===== src/rtl/gode_pkg.sv =====
// ----------------------------------------------------------------------------
// gode_pkg
// Shared types, sizes and constants of the grid obstacle distance engine.
// ----------------------------------------------------------------------------
package gode_pkg;

	localparam int MAX_DIM   = 63;
	localparam int COORD_W   = $clog2(MAX_DIM + 1);
	localparam int ADDR_W    = 2 * COORD_W;
	localparam int MEM_DEPTH = 1 << ADDR_W;
	localparam int EXT_W     = ((COORD_W > 7) ? COORD_W : 7) + 2;
	localparam int D2_W      = 2 * COORD_W + 1;
	localparam int FRAC_W    = 8;
	localparam int RAD_W     = ((D2_W + 2 * FRAC_W + 1) / 2) * 2;
	localparam int ROOT_W    = RAD_W / 2;
	localparam int SAT_W     = (ROOT_W > 16) ? ROOT_W : 16;
	localparam int CFG_W     = 6;
	localparam int DIST_W    = 15;

	localparam logic [DIST_W-1:0] DIST_MAX = '1;
	localparam logic [CFG_W-1:0]  CFG_RESET = 6'd63;

	localparam logic OP_FILL  = 1'b0;
	localparam logic OP_QUERY = 1'b1;

	localparam logic REG_WIDTH_MAX  = 1'b0;
	localparam logic REG_HEIGHT_MAX = 1'b1;

	typedef struct packed {
		logic              operation;
		logic signed [7:0] corner_one_x;
		logic signed [7:0] corner_one_y;
		logic signed [7:0] corner_two_x;
		logic signed [7:0] corner_two_y;
		logic              fill_value;
	} gode_item_t;

	typedef struct packed {
		logic [DIST_W-1:0] distance;
		logic              cell_occupied;
		logic              no_obstacle;
	} gode_result_t;

	typedef struct packed {
		logic load;
		logic step;
		logic write;
		logic scan;
		logic sq_start;
		logic emit;
	} gode_cmd_t;

	typedef struct packed {
		logic is_query;
		logic fill_empty;
		logic last;
		logic sq_done;
	} gode_status_t;

endpackage


===== src/rtl/gode_ctrl.sv =====
// ----------------------------------------------------------------------------
// gode_ctrl
// Sequencer: reset clear sweep, rectangle fill, query scan and root.
// ----------------------------------------------------------------------------
module gode_ctrl import gode_pkg::*; (
	input  logic         clk,
	input  logic         arst_n,
	input  logic         start,
	input  gode_status_t status,
	output gode_cmd_t    cmd,
	output logic         busy
);

	typedef enum logic [6:0] {
		S_CLEAR   = 7'b0000001,
		S_IDLE    = 7'b0000010,
		S_FILL    = 7'b0000100,
		S_SCAN    = 7'b0001000,
		S_DRAIN   = 7'b0010000,
		S_SQ_INIT = 7'b0100000,
		S_SQ_WAIT = 7'b1000000
	} state_t;

	state_t state_q, state_d;

	always_comb begin
		state_d = state_q;
		cmd     = '0;
		unique case (state_q)
			S_CLEAR: begin
				cmd.write = 1'b1;
				cmd.step  = 1'b1;
				if (status.last) begin
					state_d = S_IDLE;
				end
			end
			S_IDLE: begin
				if (start) begin
					cmd.load = 1'b1;
					if (status.is_query) begin
						state_d = S_SCAN;
					end else if (!status.fill_empty) begin
						state_d = S_FILL;
					end
				end
			end
			S_FILL: begin
				cmd.write = 1'b1;
				cmd.step  = 1'b1;
				if (status.last) begin
					state_d = S_IDLE;
				end
			end
			S_SCAN: begin
				cmd.scan = 1'b1;
				cmd.step = 1'b1;
				if (status.last) begin
					state_d = S_DRAIN;
				end
			end
			S_DRAIN: begin
				state_d = S_SQ_INIT;
			end
			S_SQ_INIT: begin
				cmd.sq_start = 1'b1;
				state_d      = S_SQ_WAIT;
			end
			S_SQ_WAIT: begin
				if (status.sq_done) begin
					cmd.emit = 1'b1;
					state_d  = S_IDLE;
				end
			end
			default: begin
				state_d = S_IDLE;
			end
		endcase
	end

	always_ff @(posedge clk or negedge arst_n) begin
		if (!arst_n) begin
			state_q <= S_CLEAR;
		end else begin
			state_q <= state_d;
		end
	end

	assign busy = state_q != S_IDLE;

	a_write_scan_excl: assert property (@(posedge clk) disable iff (!arst_n)
		!(cmd.write && cmd.scan))
		else $error("memory write and scan read in the same cycle");

	a_emit_needs_root: assert property (@(posedge clk) disable iff (!arst_n)
		cmd.emit |-> status.sq_done)
		else $error("emit before the root is ready");

	a_idle_no_step: assert property (@(posedge clk) disable iff (!arst_n)
		!busy |-> !cmd.step && !cmd.write)
		else $error("sweep active while idle");

endmodule


===== config.mk =====
export PLATFORM = sky130hd
export DESIGN_NAME = gode_ctrl
export DESIGN_NICKNAME = d
export VERILOG_FILES = /design/src/rtl/gode_pkg.sv /design/src/rtl/gode_ctrl.sv
export SDC_FILE = /design/constraint.sdc
export NUM_CORES = 1
export LEC_CHECK = 0
export ABC_AREA = 1
export BUFFER_PORTS_ARGS = -buffer_cell sky130_fd_sc_hd__buf_2
export CORE_MARGIN = 2
export CORE_UTILIZATION = 23
export CTS_BUF_LIST = sky130_fd_sc_hd__clkbuf_8
export CTS_CLUSTER_SIZE = 14
export DETAILED_ROUTE_END_ITERATION = 8
export PLACE_DENSITY = 0.52
export SETUP_SLACK_MARGIN = 0.4
export SYNTH_ARGS = -nofsm -noshare
export SYNTH_HDL_FRONTEND = slang
export SYNTH_SLANG_ARGS = --single-unit

===== constraint.sdc =====
create_clock -name clk -period 1.42 [get_ports clk]
set_clock_uncertainty 0.15 [all_clocks]
set_input_delay 0.426 -clock clk [delete_from_list [all_inputs] [get_ports clk]]
set_output_delay 0.426 -clock clk [all_outputs]
set_load 0.05 [all_outputs]

==> summary.txt <==
STA
  • RSZ-0062 raised after global routing: true
  • Post-Route Setup TNS: -3.83 ns
  • Rel. slew slack: 0.837
  • PnR worst setup slack: -0.510 ns
  • Fmax: 518 MHz
  • Worst hold slack: about 0.33 ns
  • Final setup fails: 12
  • Worst-Margin Slew: ~0.25 ns
  • Final Hold Viols: 0
  • Slew Limit Fails: 0
  • Minimum clock period: 1.93 ns
  • Fin crit share: 1.36

Clocking
  • Num CTS Buffers: 3
  • Clk root buf: clkbuf_8
  • CTS tree: yes
  • Worst-path clk slew: roughly 0.040 ns
  • Clk_lat worst skew: around 0.23 ns
  • H-tree lvl count: 1
  • Clock Sinks: 7
  • CTS Buffer Depth: 2

Setup path
  • Startpoint types: flop
  • Family with the most delay on the worst path: flip-flops
  • Critical path cell sequence: inv_2 -> nand2_2 -> nor2_4 -> buf_12 -> nand2_8 -> nor2_4 -> buf_6
  • CP max stage delay: around 0.38 ns
  • FF-to-FF Start: state_q[4]
  • Worst-path fanout max: 3
  • Setup crit end kind: output port
  • Slowest-stage cell, CP: dfrtp_1
  • Most used cell, CP: nor2_4
  • Critical Path AT: 1.35 ns
  • Setup crit start: state_q[4]
  • Crit Path Category: flop to output port
  • CP bufs+invs: 3
  • Required @ worst endpoint: ~0.84 ns

Synthesis
  • Synth unique cells: 15
  • Top cell type's share of synthesized area: 0.322
  • Average cell area after synthesis: 6.76 um2
  • FF+latch count, synth: 7
  • Number of enable flip-flop cells after synthesis: 0
  • Post-synth top cells: 15 x nand2_1, 14 x inv_1, 11 x nor2_1
  • Syn nets: 76
  • Top cells by area, synth: dfrtp_1 32%, nand2_1 12%, inv_1 11%, nor2_1 8.8%, nand3_1 8.6%
  • Synth area leader: dfrtp_1
  • Top-count cell post-synth: nand2_1
  • Asr flop ratio synth: 1.00
  • Post-Syn Area: roughly 470 um2
  • Syn. warnings: 0
  • Sequential area share after synthesis: 0.378
  • Post-synthesis cell count: just under 70
  • Ys flop type: dfrtp_1

Routing
  • DR vias/cell: between 4 and 5
  • Post-detailed-route count of antenna-violating nets: 0
  • Vias post-DR: around 570
  • DRT Wirelength: 1260 um
  • Post-route DRC: 0
  • DRT Pass-1 Iters: 2
  • 1st-iter DRT viols: 1
  • Wirelength per Cell: 9.15 um

Power and ir drop
  • Pleak: 0.501 nW
  • Worst vdd ir: 1.09 mV
  • Tot Pwr: 2.01 mW
  • Cell Pwr Density: 1910 nW/um2

GRT
  • Initial antenna violation count: 0
  • Number of global-route vias before repair: around 550
  • Total gr overflow: 0
  • Total global-route track usage: 0.115
  • First-pass GRT wire length: between 2000 and 2500 um
  • Largest net degree at the start of global routing: 8

Final layout
  • Max FFs per register: 7
  • Proportion of layout cells with a drive suffix above 1: 0.703
  • Fillers: 175
  • # nets final: about 120
  • Post-Layout Cell Count: approximately 140
  • Most flops, register: state_q
  • Layout Area Growth over Synthesis: 125%
  • Ant diodes: 0
  • Top flop regs: state_q: 7 flops
  • Util after Layout: 0.541

Worst hold path
  • Worst min-delay path category: primary input to flop
  • Hold path startpoint: status[3]

Placed design
  • Hpwl dp: 957 um
  • I/O Buffers: 13
  • RePlAce Congestion: 0.763
  • Inst Count DP: 124

Die
  • Die Ht: 49.0 um
  • Core area: between 1500 and 2000 um2
  • Die ar.: about 2400 um2
  • Top Ports: 14
  • Initial Util: 0.240
  • Die W: 49.0 um
  • Floorplan row count: 16

Run status
  • Failing checks: setup timing
  • Status: complete, but fails checks

Run
  • Max-cap violations: 0
[placed cells by master, fill, tap and decap left out]
master / count
a21oi_2: 1
clkinvlp_4: 2
nand2_8: 2
dfrtp_1: 6
nand3_1: 5
inv_2: 5
buf_12: 1
dfstp_2: 1
buf_4: 18
o21ai_2: 1
nor4_4: 1
inv_1: 7
dlygate4sd3_1: 1
nor2_4: 9
nand2_2: 7
buf_8: 3
buf_2: 7
inv_4: 2
nand2_4: 3
buf_6: 8
nand3_4: 2
nor2_1: 4
nand3_2: 2
a21oi_1: 1
clkbuf_8: 3
nand2_1: 9
[layer usage]
layer / global-route usage / up-vias / wire (um)
met4: 0.0571 / 0 / 17
met1: 0.139 / 262 / 519
met2: 0.199 / 9 / 680
li1: - / 295 / -
met3: 0.0184 / 3 / 46
met5: 0 / - / 0
[cell families after synthesis]
group                  Yosys count  synth area share
buffers and inverters           15             0.121
and+or+nand+nor                 44             0.469
AOI/OAI and AO/OA                3            0.0322
DFF                              7             0.378
[path summary, 6_finish.rpt]
| check | end | slack (ns) | cells after the start |
|---|---|---|---|
| setup reg to reg | state_q[1] | -0.17 | 11 |
| hold / removal | state_q[2] | 0.33 | 4 |
| max in group asynchronous | state_q[0] | 0.49 | 2 |
| setup / recovery | cmd[5] | -0.51 | 7 |
| hold reg to reg | state_q[5] | 0.41 | 3 |
| min in group asynchronous | state_q[4] | 0.40 | 2 |
[worst min-delay path, stage by stage]
cell and delay [ns]:
buf_2 0.11, nor2_4 0.04, nand3_2 0.04, nand2_1 0.04
[metrics by stage]
step | instance area [um2] | worst slack (ns)
global route | 1050 | -0.553
detailed placement | 764 | -0.336
finish | 1050 | -0.510
CTS | 927 | -0.527
floorplan | 541 | -0.423
global placement | 764 | -0.316
[where the power goes]
group | switching, mW | internal, mW
clock network | 0.0878 | 0.187
logic | 0.790 | 0.655
registers | 0.0424 | 0.244
total | 0.920 | 1.09
[repair_timing]
item	in CTS	in global routing
setup endpoints to repair	14	14
buffers inserted	2	7
hold buffers	1	0
gates resized for setup	29	19
hold endpoints to repair	6	0
pin swaps	11	9
[layout make-up]
| type | instances | area [um2] | share of cell area |
|---|---|---|---|
| repair buffers | 38 | 335 | 0.319 |
| clock buffers | 3 | 41.3 | 0.0393 |
| inverters | 15 | 68.8 | 0.0655 |
| multi-input cells | 47 | 392 | 0.373 |
| clock inverters | 1 | 3.75 | 0.00357 |
| flip-flops and latches | 7 | 176 | 0.168 |
| well taps | 27 | 33.8 | 0.0321 |
No activity file was read; power rests on OpenSTA's default activity.
